==> src/rpcst_pkg.sv <==
// shared types and constants for the permutation range checker
`timescale 1ns / 1ps
package rpcst_pkg;

  localparam int FIELD_W = 11;
  localparam int HASH_W  = 64;
  localparam logic [HASH_W-1:0] HASH_BASE = 64'd11;

  localparam logic OPC_UPDATE = 1'b0;
  localparam logic OPC_QUERY  = 1'b1;

  typedef struct packed {
    logic               opcode;
    logic [FIELD_W-1:0] position_or_left;
    logic [FIELD_W-1:0] value_or_right;
  } rpcst_in_t;

  typedef struct packed {
    logic is_permutation;
    logic range_error;
  } rpcst_out_t;

  // controller to datapath strobes
  typedef struct packed {
    logic init_step;
    logic latch_in;
    logic decode;
    logic leaf_wr;
    logic up_rd;
    logic up_wr;
    logic q_rd;
    logic q_acc;
    logic fin;
    logic cmp;
    logic load_out;
  } rpcst_cmd_t;

  // datapath to controller flags
  typedef struct packed {
    logic init_last;
    logic err;
    logic is_query;
    logic node_zero;
    logic range_empty;
    logic out_free;
  } rpcst_sts_t;

endpackage

==> src/rpcst_ctrl.sv <==
// sequencer for init sweep, updates and range queries
`timescale 1ns / 1ps
module rpcst_ctrl (
  input  logic                  clk,
  input  logic                  rst_n,
  input  logic                  in_valid,
  output logic                  in_ready,
  input  rpcst_pkg::rpcst_sts_t sts,
  output rpcst_pkg::rpcst_cmd_t cmd
);
  import rpcst_pkg::*;

  typedef enum logic [10:0] {
    S_INIT   = 11'b000_0000_0001,
    S_IDLE   = 11'b000_0000_0010,
    S_DECODE = 11'b000_0000_0100,
    S_LEAF   = 11'b000_0000_1000,
    S_UP_RD  = 11'b000_0001_0000,
    S_UP_WR  = 11'b000_0010_0000,
    S_Q_RD   = 11'b000_0100_0000,
    S_Q_ACC  = 11'b000_1000_0000,
    S_FIN    = 11'b001_0000_0000,
    S_CMP    = 11'b010_0000_0000,
    S_DONE   = 11'b100_0000_0000
  } state_t;

  state_t state_r, state_nxt;

  assign in_ready = (state_r == S_IDLE);

  always_comb begin
    state_nxt = state_r;
    cmd       = '0;
    unique case (state_r)
      S_INIT: begin
        cmd.init_step = 1'b1;
        if (sts.init_last) state_nxt = S_IDLE;
      end
      S_IDLE: begin
        if (in_valid) begin
          cmd.latch_in = 1'b1;
          state_nxt    = S_DECODE;
        end
      end
      S_DECODE: begin
        cmd.decode = 1'b1;
        priority if (sts.err) state_nxt = S_DONE;
        else if (sts.is_query) state_nxt = S_Q_RD;
        else state_nxt = S_LEAF;
      end
      S_LEAF: begin
        cmd.leaf_wr = 1'b1;
        state_nxt   = S_UP_RD;
      end
      S_UP_RD: begin
        if (sts.node_zero) begin
          state_nxt = S_DONE;
        end else begin
          cmd.up_rd = 1'b1;
          state_nxt = S_UP_WR;
        end
      end
      S_UP_WR: begin
        cmd.up_wr = 1'b1;
        state_nxt = S_UP_RD;
      end
      S_Q_RD: begin
        if (sts.range_empty) begin
          state_nxt = S_FIN;
        end else begin
          cmd.q_rd  = 1'b1;
          state_nxt = S_Q_ACC;
        end
      end
      S_Q_ACC: begin
        cmd.q_acc = 1'b1;
        state_nxt = S_Q_RD;
      end
      S_FIN: begin
        cmd.fin   = 1'b1;
        state_nxt = S_CMP;
      end
      S_CMP: begin
        cmd.cmp   = 1'b1;
        state_nxt = S_DONE;
      end
      S_DONE: begin
        if (sts.out_free) begin
          cmd.load_out = 1'b1;
          state_nxt    = S_IDLE;
        end
      end
      default: state_nxt = S_INIT;
    endcase
  end

  always_ff @(posedge clk) begin
    if (!rst_n) state_r <= S_INIT;
    else        state_r <= state_nxt;
  end

endmodule

==> config.mk <==
export PLATFORM = sky130hd
export DESIGN_NAME = rpcst_ctrl
export DESIGN_NICKNAME = d
export VERILOG_FILES = /design/src/rpcst_pkg.sv /design/src/rpcst_ctrl.sv
export SDC_FILE = /design/constraint.sdc
export NUM_CORES = 1
export LEC_CHECK = 0
export BUFFER_PORTS_ARGS = -buffer_cell sky130_fd_sc_hd__buf_2
export CAP_MARGIN = 10
export CORE_UTILIZATION = 54
export DETAILED_ROUTE_END_ITERATION = 6
export GPL_TIMING_DRIVEN = 0
export PLACE_DENSITY = 0.79
export SLEW_MARGIN = 20
export SYNTH_ARGS = -nofsm -noshare
export SYNTH_HDL_FRONTEND = slang
export SYNTH_SLANG_ARGS = --single-unit
==> constraint.sdc <==
create_clock -name clk -period 3.5 [get_ports clk]
set_input_delay 0.35 -clock clk [delete_from_list [all_inputs] [get_ports clk]]
set_output_delay 0.35 -clock clk [all_outputs]
set_load 0.05 [all_outputs]
==> impl_metrics.py, run 1 <==
metrics = {
    "status": {
        "status": "complete, no violations",
    },
    "global_routing": {
        "grt_antenna_before_repair": 0,
        "grt_pass1_vias": 613,
        "grt_start_max_net_pins": 11,
        "grt_overflow_total": 0,
        "grt_util_all_layers_pct": 24.88,
        "grt_pass1_wl_mm": 2.594,
    },
    "final_layout": {
        "regMostFlops": "state_r",
        "nets": 124,
        "area_delta_synth_final_pct": 18.71,
        "postLayoutCellArea_um2": 920.9,
        "reg_top3": "state_r (11)",
        "num_antenna_cells": 0,
        "fin_cells": 129,
        "largest_reg_flops": 11,
        "drive_gt1_share_pct": 32.46,
    },
    "cts": {
        "cts_root_buffer": "clkbuf_4",
        "clock_latency_ns": 0.27,
        "cts_setup_buffers": 0,
        "cts_sinks": 11,
        "cts_max_path_buffers": 2,
        "numCtsBuffers": 3,
        "clk_pin_slew_ns": 0.08,
        "cts_tree": "yes",
        "cts_hold_buf": 0,
        "cts_resized": 0,
        "cts-htree-levels": 1,
    },
    "sta": {
        "report.final.setup_viol": 0,
        "grt_setup_unrepaired": "false",
        "slew_headroom_pct": 73.82,
        "drv_slew": 0,
        "max_freq_ghz": 0.4179,
        "hold_viol_final": 0,
        "final.period_utilization_pct": 68.38,
        "period_needed_ns": 2.393,
        "worst_slew_pin_slew_ns": 0.3892,
        "tns_ns": 0,
        "fin_skew_ns": 0.005744,
    },
    "detailed_routing": {
        "wire_per_inst_um": 13.72,
        "dr_wl_met2_um": 856,
        "drcViolationCount": 0,
        "drtIter0Drc": 19,
        "met1Wirelength_um": 834,
        "dr.pass1.iters": 4,
        "ant_nets": 0,
        "top_layer": "met4",
        "drt-total-wl_mm": 1.770,
        "vias": 750,
        "wl_met3_um": 64,
        "viasPerCell": 5.814,
    },
    "die": {
        "core_area_um2": 1318,
        "rows": 13,
        "io_pins": 21,
        "die_h_um": 39.90,
        "start_util_pct": 58.88,
        "die-width_um": 39.90,
        "die_area_um2": 1592,
    },
    "placed_design": {
        "place.detailed.hpwl_mm": 1.379,
        "gp_congestion": 0.7368,
        "placed_area_um2": 894.6,
        "io_buffers": 20,
        "dp_cells": 125,
    },
    "critical_path": {
        "critPathKind": "flop to output port",
        "crit_arrival_ns": 2.04,
        "cp_slowest_stage_delay_ns": 0.34,
        "worstSetupEndpointType": "output port",
        "required_ns": 3.15,
        "crit_path_start_kind": "flop",
        "path_max_fanout": 8,
        "path_cells": "clkbuf_1 > nor4_1 > nand2_1 > nor2_2 > nand3b_1 > nor3_1 > buf_2",
        "crit_slowest_cell": "nor4_1",
    },
    "synth": {
        "syn_nets": 99,
        "ys_warn_count": 0,
        "synth_cells": 90,
        "synth_area_leaders": "dfxtp_1 (28%), nor4_4 (8.2%), nor3_1 (4.5%), nand2b_1 (4.0%), nor2_1 (3.4%)",
        "synth-seq-area-share_pct": 28.39,
        "synth_top_area_cell": "dfxtp_1",
        "syn_area_per_cell_um2": 8.619,
        "ys_types": 39,
        "yosys_register_bits": 11,
        "syn_area_um2": 775.7,
        "yosys.area.top_type_share_pct": 28.39,
    },
    "power": {
        "ir_drop_mv": 0.2481,
        "report.power.total_mw": 0.2712,
        "leakage_nw": 0.4075,
        "powerDensity_nw_per_um2": 294.5,
    },
    "hold_path": {
        "hp-class": "input port to flop",
    },
    "flow_run": {
        "cap_violations": 0,
    },
}
==> cell type report <==
cell class                      instances  area, µm²
Buffer                                  5      30.03
Timing Repair Buffer                   20      100.1
Multi-Input combinational cell         70      510.5
Fill cell                             110      396.6
Tap cell                               15      18.77
Clock buffer                            4      26.28
Inverter                                4      15.01
Sequential cell                        11      220.2
==> critical path: cells and delay by family, from the launching register on <==
family	cells	cell delay [ns]
buffers and inverters	2	0.47
flip-flops	1	0.31
AND/OR/NAND/NOR	5	1.00
==> metrics by stage <==
| stage | utilization (%) | worst slack (ns) | hold slack (ns) |
|---|---|---|---|
| after floorplan | - | 0.7466 | 0.4258 |
| final | 69.90 | 1.107 | 0.2590 |
| after detailed placement | 67.90 | 1.417 | 0.5495 |
| after CTS | 69.90 | 1.107 | 0.2559 |
| after global placement | 67.90 | 1.501 | 0.5440 |
| after global routing | 69.90 | 0.9072 | 0.2626 |
==> logic make-up (layout without fill, tap and decap cells) <==
kind of cell / after synthesis / count (layout) / share of synthesized area, %
multiplexers: 1 / 1 / 1.290
AND/OR/NAND/NOR: 53 / 53 / 48.39
buffers and inverters: 9 / 33 / 5.805
flip-flops: 11 / 11 / 28.39
AO/OA/AOI/OAI: 13 / 13 / 12.74
XOR/XNOR: 3 / 3 / 3.388
==> worst paths after layout <==
check | end | start | cells past startpoint | slack (ns)
setup / recovery | cmd[4] | state_r[3]$_SDFFE_PN0P_ | 7 | 1.11
hold / removal | state_r[5]$_SDFFE_PN0P_ | sts[2] | 2 | 0.26
setup reg to reg | state_r[1]$_SDFFE_PN0P_ | state_r[3]$_SDFFE_PN0P_ | 6 | 1.88
hold reg to reg | state_r[7]$_SDFFE_PN0P_ | state_r[6]$_SDFFE_PN0P_ | 3 | 0.66
==> placed cells by master, fill, tap and decap left out, types with 3 or more instances in the layout <==
| cell | netlist | layout |
|---|---|---|
| nor4_1 | 3 | 3 |
| nor2b_1 | 4 | 4 |
| clkbuf_4 | 0 | 3 |
| nor2_1 | 7 | 7 |
| and3_1 | 3 | 3 |
| nor4_4 | 3 | 3 |
| xor2_1 | 3 | 3 |
| buf_2 | 3 | 23 |
| nor3_1 | 7 | 7 |
| o21ai_0 | 3 | 3 |
| dfxtp_1 | 11 | 11 |
| nand2_1 | 5 | 5 |
| inv_1 | 4 | 4 |
| nand2b_1 | 5 | 5 |
==> routing by layer <==
metal,global-route usage (%),vias to the layer above
li1,-,375
met1,32.29,354
met2,40.73,19
met3,5.114,2
met4,7.759,0
met5,0,-
==> power breakdown <==
part           switching (mW)  total (mW)  internal, mW
Sequential            0.00580       0.133         0.128
Clock                  0.0450      0.0891        0.0441
Combinational          0.0307      0.0487        0.0180
==> cells in the mapped netlist, drive strengths merged <==
cell type	number
dfxtp	11
nor2	8
nor3	8
nand2	6
nor4	6
nand2b	5
and3	4
buf	4
inv	4
nor2b	4
o21ai	4
xor2	3
a21boi	2
and2	2
and4bb	2
nand3b	2
nor4b	2
a22oi	1
a31oi	1
a32oi	1
clkbuf	1
mux2i	1
nand3	1
nand4	1
nor3b	1
o21a	1
o31a	1
o31ai	1
o41ai	1
or3	1
(Power assumes the default switching activity.)
==> run 2, diff against run 1 <==
--- a/config.mk
+++ b/config.mk
@@ -5,12 +5,13 @@
 export SDC_FILE = /design/constraint.sdc
 export NUM_CORES = 1
 export LEC_CHECK = 0
+export ABC_AREA = 1
 export BUFFER_PORTS_ARGS = -buffer_cell sky130_fd_sc_hd__buf_2
 export CAP_MARGIN = 10
-export CORE_UTILIZATION = 54
+export CORE_UTILIZATION = 50
 export DETAILED_ROUTE_END_ITERATION = 6
 export GPL_TIMING_DRIVEN = 0
-export PLACE_DENSITY = 0.79
+export PLACE_DENSITY = 0.74
 export SLEW_MARGIN = 20
 export SYNTH_ARGS = -nofsm -noshare
 export SYNTH_HDL_FRONTEND = slang
==> constraint.sdc (replaced) <==
create_clock -name clk -period 2.4 [get_ports clk]
set_input_delay 0.24 -clock clk [delete_from_list [all_inputs] [get_ports clk]]
set_output_delay 0.24 -clock clk [all_outputs]
set_load 0.05 [all_outputs]
==> impl_metrics.py, run 2 <==
metrics = {
    "status": {
        "status": "complete, no violations",
    },
    "synth": {
        "yosys_register_bits": 11,
        "yosys.area.top_type_share_pct": 28.25,
        "synth_cells": 119,
        "synth_ff_type": "dfxtp_1",
        "ys_warn_count": 0,
        "synth_async_sr_flop_share_pct": 0,
        "synth_edf_count": 0,
        "synth-seq-area-share_pct": 28.25,
        "syn_area_um2": 779.5,
        "syn_area_per_cell_um2": 6.550,
        "yosys.cell_count.top_type": "inv_1",
        "ys_types": 18,
        "synth_area_leaders": "dfxtp_1 (28%), inv_1 (13%), nor2_2 (10%), nand2_1 (9.6%), nor2_1 (7.7%)",
        "synth_top_area_cell": "dfxtp_1",
        "syn_nets": 128,
        "netlist_top_cells_count": "inv_1 (26), nand2_1 (20), nor2_1 (16)",
    },
    "critical_path": {
        "crit_arrival_ns": 1.64,
        "required_ns": 2.16,
        "crit_path_start_kind": "flop",
        "r2r_cells": 9,
        "worstSetupEndpointType": "output port",
        "path_cells": "nor2_1 > nand2_2 > nor3_2 > inv_1 > nor2_2 > buf_2",
        "r2r_end": "state_r[6]$_SDFFE_PN0P_",
        "path_max_fanout": 3,
        "cp_num_buf_inv": 2,
        "crit_slowest_cell": "dfxtp_1",
        "cp_slowest_stage_delay_ns": 0.33,
        "rrSetupSlack_ns": 1.04,
        "reg2reg_from": "state_r[2]$_SDFFE_PN0P_",
        "critPathKind": "flop to output port",
        "crit_family": "simple AND/OR/NAND/NOR gates",
    },
    "final_layout": {
        "nets": 153,
        "largest_reg_flops": 11,
        "final_common_cell": "inv_1",
        "final_cell_mix": "inv_1 (26), nand2_1 (20), buf_2 (20)",
        "post-route-util_pct": 66.88,
        "regMostFlops": "state_r",
        "drive_gt1_share_pct": 38.46,
        "area_delta_synth_final_pct": 18.62,
        "num-fill-cells": 137,
        "num_antenna_cells": 0,
        "reg_top3": "state_r (11)",
        "postLayoutCellArea_um2": 924.6,
    },
    "global_routing": {
        "grt_util_all_layers_pct": 21.16,
        "grt_pass1_wl_mm": 2.753,
        "grt_antenna_before_repair": 0,
        "grt_start_max_net_pins": 7,
        "grt_pass1_vias": 680,
        "grt_overflow_total": 0,
    },
    "detailed_routing": {
        "dr.pass1.iters": 4,
        "drtIter0Drc": 8,
        "drt-total-wl_mm": 1.611,
        "drcViolationCount": 0,
        "viasPerCell": 4.797,
        "wire_per_inst_um": 10.20,
        "vias": 758,
        "ant_nets": 0,
    },
    "cts": {
        "cts_sinks": 11,
        "cts_tree": "yes",
        "numCtsBuffers": 3,
        "cts_root_buffer": "clkbuf_4",
        "cts_setup_buffers": 0,
        "cts-htree-levels": 1,
        "cts_resized": 0,
        "clock_latency_ns": 0.28,
        "cts_hold_buf": 0,
        "clk_pin_slew_ns": 0.08,
        "cts_max_path_buffers": 2,
    },
    "placed_design": {
        "placed_area_um2": 898.4,
        "io_buffers": 20,
        "gp_congestion": 0.7965,
        "place.detailed.hpwl_mm": 1.304,
    },
    "sta": {
        "fin_skew_ns": 0.01199,
        "drv_slew": 0,
        "final.period_utilization_pct": 78.47,
        "slew_headroom_pct": 79.62,
        "tns_ns": 0,
        "report.final.setup_viol": 0,
        "max_freq_ghz": 0.5310,
        "hold_viol_final": 0,
        "grt_setup_unrepaired": "false",
        "hold_slack_ns": 0.1357,
        "worst_slew_pin_slew_ns": 0.3029,
        "period_needed_ns": 1.883,
    },
    "hold_path": {
        "hold_end": "state_r[3]$_SDFFE_PN0P_",
        "min_path_cells": 2,
        "hp-class": "input port to flop",
        "hp-start": "sts[3]",
    },
    "power": {
        "p_comb_share_pct": 47.8,
        "pwr-share-seq_pct": 31.8,
        "leakage_nw": 0.5291,
        "powerDensity_nw_per_um2": 723.8,
        "clkPwrFrac_pct": 20.4,
        "internal_power_mw": 0.3569,
        "ir_drop_mv": 0.2985,
        "p_switching_mw": 0.3123,
        "swShare_pct": 46.67,
        "report.power.total_mw": 0.6692,
    },
    "die": {
        "die_h_um": 41.49,
        "start_util_pct": 56.38,
        "die-width_um": 41.49,
        "io_pins": 21,
        "core_area_um2": 1383,
        "die_area_um2": 1721,
        "rows": 13,
    },
    "flow_run": {
        "cap_violations": 0,
    },
}
run 2: worst max-delay path by stage:
stage                            startpoint                      end  slack [ns]  depth (start not counted)
finish              state_r[2]$_SDFFE_PN0P_                   cmd[4]        0.52                          6
global route        state_r[2]$_SDFFE_PN0P_                   cmd[4]        0.41                          6
CTS                 state_r[2]$_SDFFE_PN0P_                   cmd[4]        0.51                          6
detailed placement  state_r[2]$_SDFFE_PN0P_                   cmd[4]        0.82                          6
global placement    state_r[2]$_SDFFE_PN0P_                   cmd[4]        0.84                          6
floorplan           state_r[8]$_SDFFE_PN0P_  state_r[5]$_SDFFE_PN0P_        0.65                          7
run 2: final cells by class:
class	count	area (µm²)	share of cell area, %
inverter	29	108.9	11.77
sequential	11	220.2	23.82
tap	15	18.77	2.030
multi-input combinational	79	450.4	48.71
clock buffer	4	26.28	2.842
timing repair buffer	20	100.1	10.83
run 2: power by group through the flow:
stage / registers [mW] / logic, mW / clock network [mW]
final: 0.213 / 0.320 / 0.137
after global routing: 0.216 / 0.349 / 0.147
after CTS: 0.213 / 0.321 / 0.137
after detailed placement: 0.217 / 0.320 / 0
after global placement: 0.216 / 0.313 / 0
after floorplan: 0.215 / 0.259 / 0
run 2: per-layer routing:
layer	wire [µm]	part of all wire (%)	vias to the layer above	global-route usage [%]
li1	-	-	398	-
met1	776	48	340	26.42
met2	744	46	15	34.06
met3	56	3.5	5	3.913
met4	34	2.1	0	11.61
met5	0	0	-	0
run 2: logic make-up after synthesis:
| group | after synthesis | share of synthesized area, % |
|---|---|---|
| DFF | 11 | 28.25 |
| AOI/OAI and AO/OA | 2 | 1.767 |
| buffers and inverters | 29 | 13.96 |
| and+or+nand+nor | 77 | 56.02 |
run 2: through the flow:
step | std cells | setup WS, ns
after global placement | 154 | 0.8447
after detailed placement | 154 | 0.8238
after CTS | 158 | 0.5062
after global routing | 158 | 0.4060
after floorplan | 119 | 0.6507
final | 158 | 0.5168
==> run 3, diff against run 2 <==
--- a/config.mk
+++ b/config.mk
@@ -5,7 +5,7 @@
 export SDC_FILE = /design/constraint.sdc
 export NUM_CORES = 1
 export LEC_CHECK = 0
-export ABC_AREA = 1
+export ABC_AREA = 0
 export BUFFER_PORTS_ARGS = -buffer_cell sky130_fd_sc_hd__buf_2
 export CAP_MARGIN = 10
 export CORE_UTILIZATION = 50
==> constraint.sdc (replaced) <==
create_clock -name clk -period 1.77 [get_ports clk]
set_input_delay 0.177 -clock clk [delete_from_list [all_inputs] [get_ports clk]]
set_output_delay 0.177 -clock clk [all_outputs]
set_load 0.05 [all_outputs]
==> impl_metrics.py, run 3 (synthesized netlist as in run 1, its figures left out) <==
metrics = {
    "die": {
        "core_area_um2": 1366,
        "die_h_um": 41.39,
        "io_pins": 21,
        "die_area_um2": 1713,
        "start_util_pct": 56.78,
        "die-width_um": 41.39,
        "rows": 13,
    },
    "placed_design": {
        "place.detailed.hpwl_mm": 1.340,
        "gp_congestion": 0.8352,
        "placed_area_um2": 935.9,
        "dp_cells": 125,
        "io_buffers": 20,
    },
    "status": {
        "status": "finished, violations left",
        "violations": "negative setup slack",
    },
    "final_layout": {
        "regMostFlops": "state_r",
        "largest_reg_flops": 11,
        "area_delta_synth_final_pct": 63.55,
        "final_cell_mix": "buf_4 (17), buf_6 (11), buf_2 (8)",
        "postLayoutCellArea_um2": 1269,
        "final_common_cell": "buf_4",
        "num-fill-cells": 53,
        "post-route-util_pct": 92.86,
        "fin_cells": 143,
        "reg_top3": "state_r (11)",
        "num_antenna_cells": 0,
        "drive_gt1_share_pct": 58.59,
        "nets": 138,
    },
    "critical_path": {
        "crit_slowest_cell": "dfxtp_4",
        "path_max_fanout": 3,
        "r2r_cells": 7,
        "r2r_end": "state_r[10]$_SDFFE_PN0P_",
        "cp_num_buf_inv": 1,
        "reg2reg_from": "state_r[4]$_SDFFE_PN0P_",
        "required_ns": 1.59,
        "path_cells": "nor4_4 > nand2_2 > nor2_4 > nand3b_1 > nor3_2 > buf_6",
        "critPathKind": "flop to output port",
        "worstSetupEndpoint": "cmd[4]",
        "crit_arrival_ns": 1.76,
        "crit_family": "simple AND/OR/NAND/NOR gates",
        "worstSetupEndpointType": "output port",
        "startpoint": "state_r[3]$_SDFFE_PN0P_",
        "rrSetupSlack_ns": 0.10,
        "crit_path_start_kind": "flop",
        "cp_slowest_stage_delay_ns": 0.36,
        "crit_cells": 6,
    },
    "sta": {
        "fin_ws_ns": -0.1656,
        "hold_viol_final": 0,
        "report.final.setup_viol": 9,
        "final.period_utilization_pct": 109.4,
        "slew_headroom_pct": 74.42,
        "grt_setup_unrepaired": "true",
        "worst_slew_pin_slew_ns": 0.3831,
        "fin_skew_ns": 0.0003104,
        "period_needed_ns": 1.936,
        "drv_slew": 0,
        "max_freq_ghz": 0.5166,
        "tns_ns": -0.8850,
    },
    "cts": {
        "numCtsBuffers": 3,
        "cts_sinks": 11,
        "cts_max_path_buffers": 2,
        "cts_root_buffer": "clkbuf_4",
        "cts-htree-levels": 1,
        "cts_hold_buf": 0,
        "clock_latency_ns": 0.29,
        "cts_tree": "yes",
        "clk_pin_slew_ns": 0.08,
    },
    "power": {
        "powerDensity_nw_per_um2": 484.6,
        "leakage_nw": 0.5092,
        "ir_drop_mv": 0.4286,
    },
    "hold_path": {
        "hp-class": "input port to flop",
    },
    "detailed_routing": {
        "ant_nets": 0,
        "wl_met3_um": 310,
        "dr.pass1.iters": 7,
        "met1Wirelength_mm": 1.074,
        "viasPerCell": 6.594,
        "wire_per_inst_um": 21.04,
        "top_layer": "met4",
        "drtIter0Drc": 42,
        "drcViolationCount": 0,
        "vias": 943,
        "drt-total-wl_mm": 3.009,
        "dr_wl_met2_mm": 1.444,
    },
    "global_routing": {
        "grt_util_all_layers_pct": 33.22,
        "grt_start_max_net_pins": 11,
        "grt_overflow_total": 0,
        "grt_antenna_before_repair": 0,
        "grt_pass1_vias": 792,
        "grt_pass1_wl_mm": 3.553,
    },
    "flow_run": {
        "cap_violations": 0,
    },
}
[run 3: changes by cell type in the layout (fill, tap and decap cells not counted), moves of 12 or more]
cell / previous run / this run
buf_2: 20 / 8
buf_4: 0 / 17
inv_1: 26 / 4
nand2_1: 20 / 3
nor2_1: 16 / 4
nor2_2: 13 / 1
[run 3: routing by layer]
| metal | vias up | global-route usage, % |
|---|---|---|
| met2 | 75 | 55.08 |
| met5 | - | 0 |
| met3 | 20 | 9.574 |
| met4 | 0 | 19.35 |
| li1 | 403 | - |
| met1 | 445 | 37.62 |
[run 3: worst register-to-register path: stages (launching register included)]
cell	delay [ns]
dfxtp_4	0.41
nor4_4	0.27
nand2_2	0.13
buf_4	0.16
nor4_4	0.25
buf_4	0.18
a22oi_2	0.07
a21boi_2	0.14
[run 3: worst min-delay path by stage]
stage	slack, ns	to	start	cells after the start
2_1_floorplan	0.25	state_r[5]$_SDFFE_PN0P_	sts[2]	1
3_3_place_gp	0.38	state_r[5]$_SDFFE_PN0P_	sts[2]	2
3_5_place_dp	0.39	state_r[5]$_SDFFE_PN0P_	sts[2]	2
4_1_cts	0.09	state_r[7]$_SDFFE_PN0P_	sts[1]	2
5_1_grt	0.09	state_r[5]$_SDFFE_PN0P_	sts[2]	2
6_report	0.08	state_r[5]$_SDFFE_PN0P_	sts[2]	2
[run 3: stage by stage]
stage	power, mW	hold slack [ns]	setup WS (ns)
2_1_floorplan	0.3403	0.2528	-0.2431
3_3_place_gp	0.3676	0.3830	-0.06578
3_5_place_dp	0.3699	0.3911	-0.1389
4_1_cts	0.5725	0.08789	-0.1475
5_1_grt	0.6263	0.09406	-0.1880
6_report	0.6149	0.08366	-0.1656
[run 3: repair_timing]
action	CTS	global route
pin swaps	7	10
setup buffers	10	8
gates resized for setup	47	10
setup endpoints to repair	12	12
[run 3: report_power, final]
part	internal [mW]	leakage (nW)	switching (mW)
Combinational	0.0712	0.400	0.0983
Clock	0.0878	0.0150	0.103
Sequential	0.247	0.0946	0.00742
[run 3: area by class of cell]
type | instances | area (µm²) | area share [%]
inverter | 4 | 15.01 | 1.183
multi-input combinational | 70 | 625.6 | 49.31
tap | 15 | 18.77 | 1.479
sequential | 11 | 246.5 | 19.43
clock buffer | 4 | 26.28 | 2.071
timing repair buffer | 38 | 325.3 | 25.64
buffer | 1 | 11.26 | 0.8876
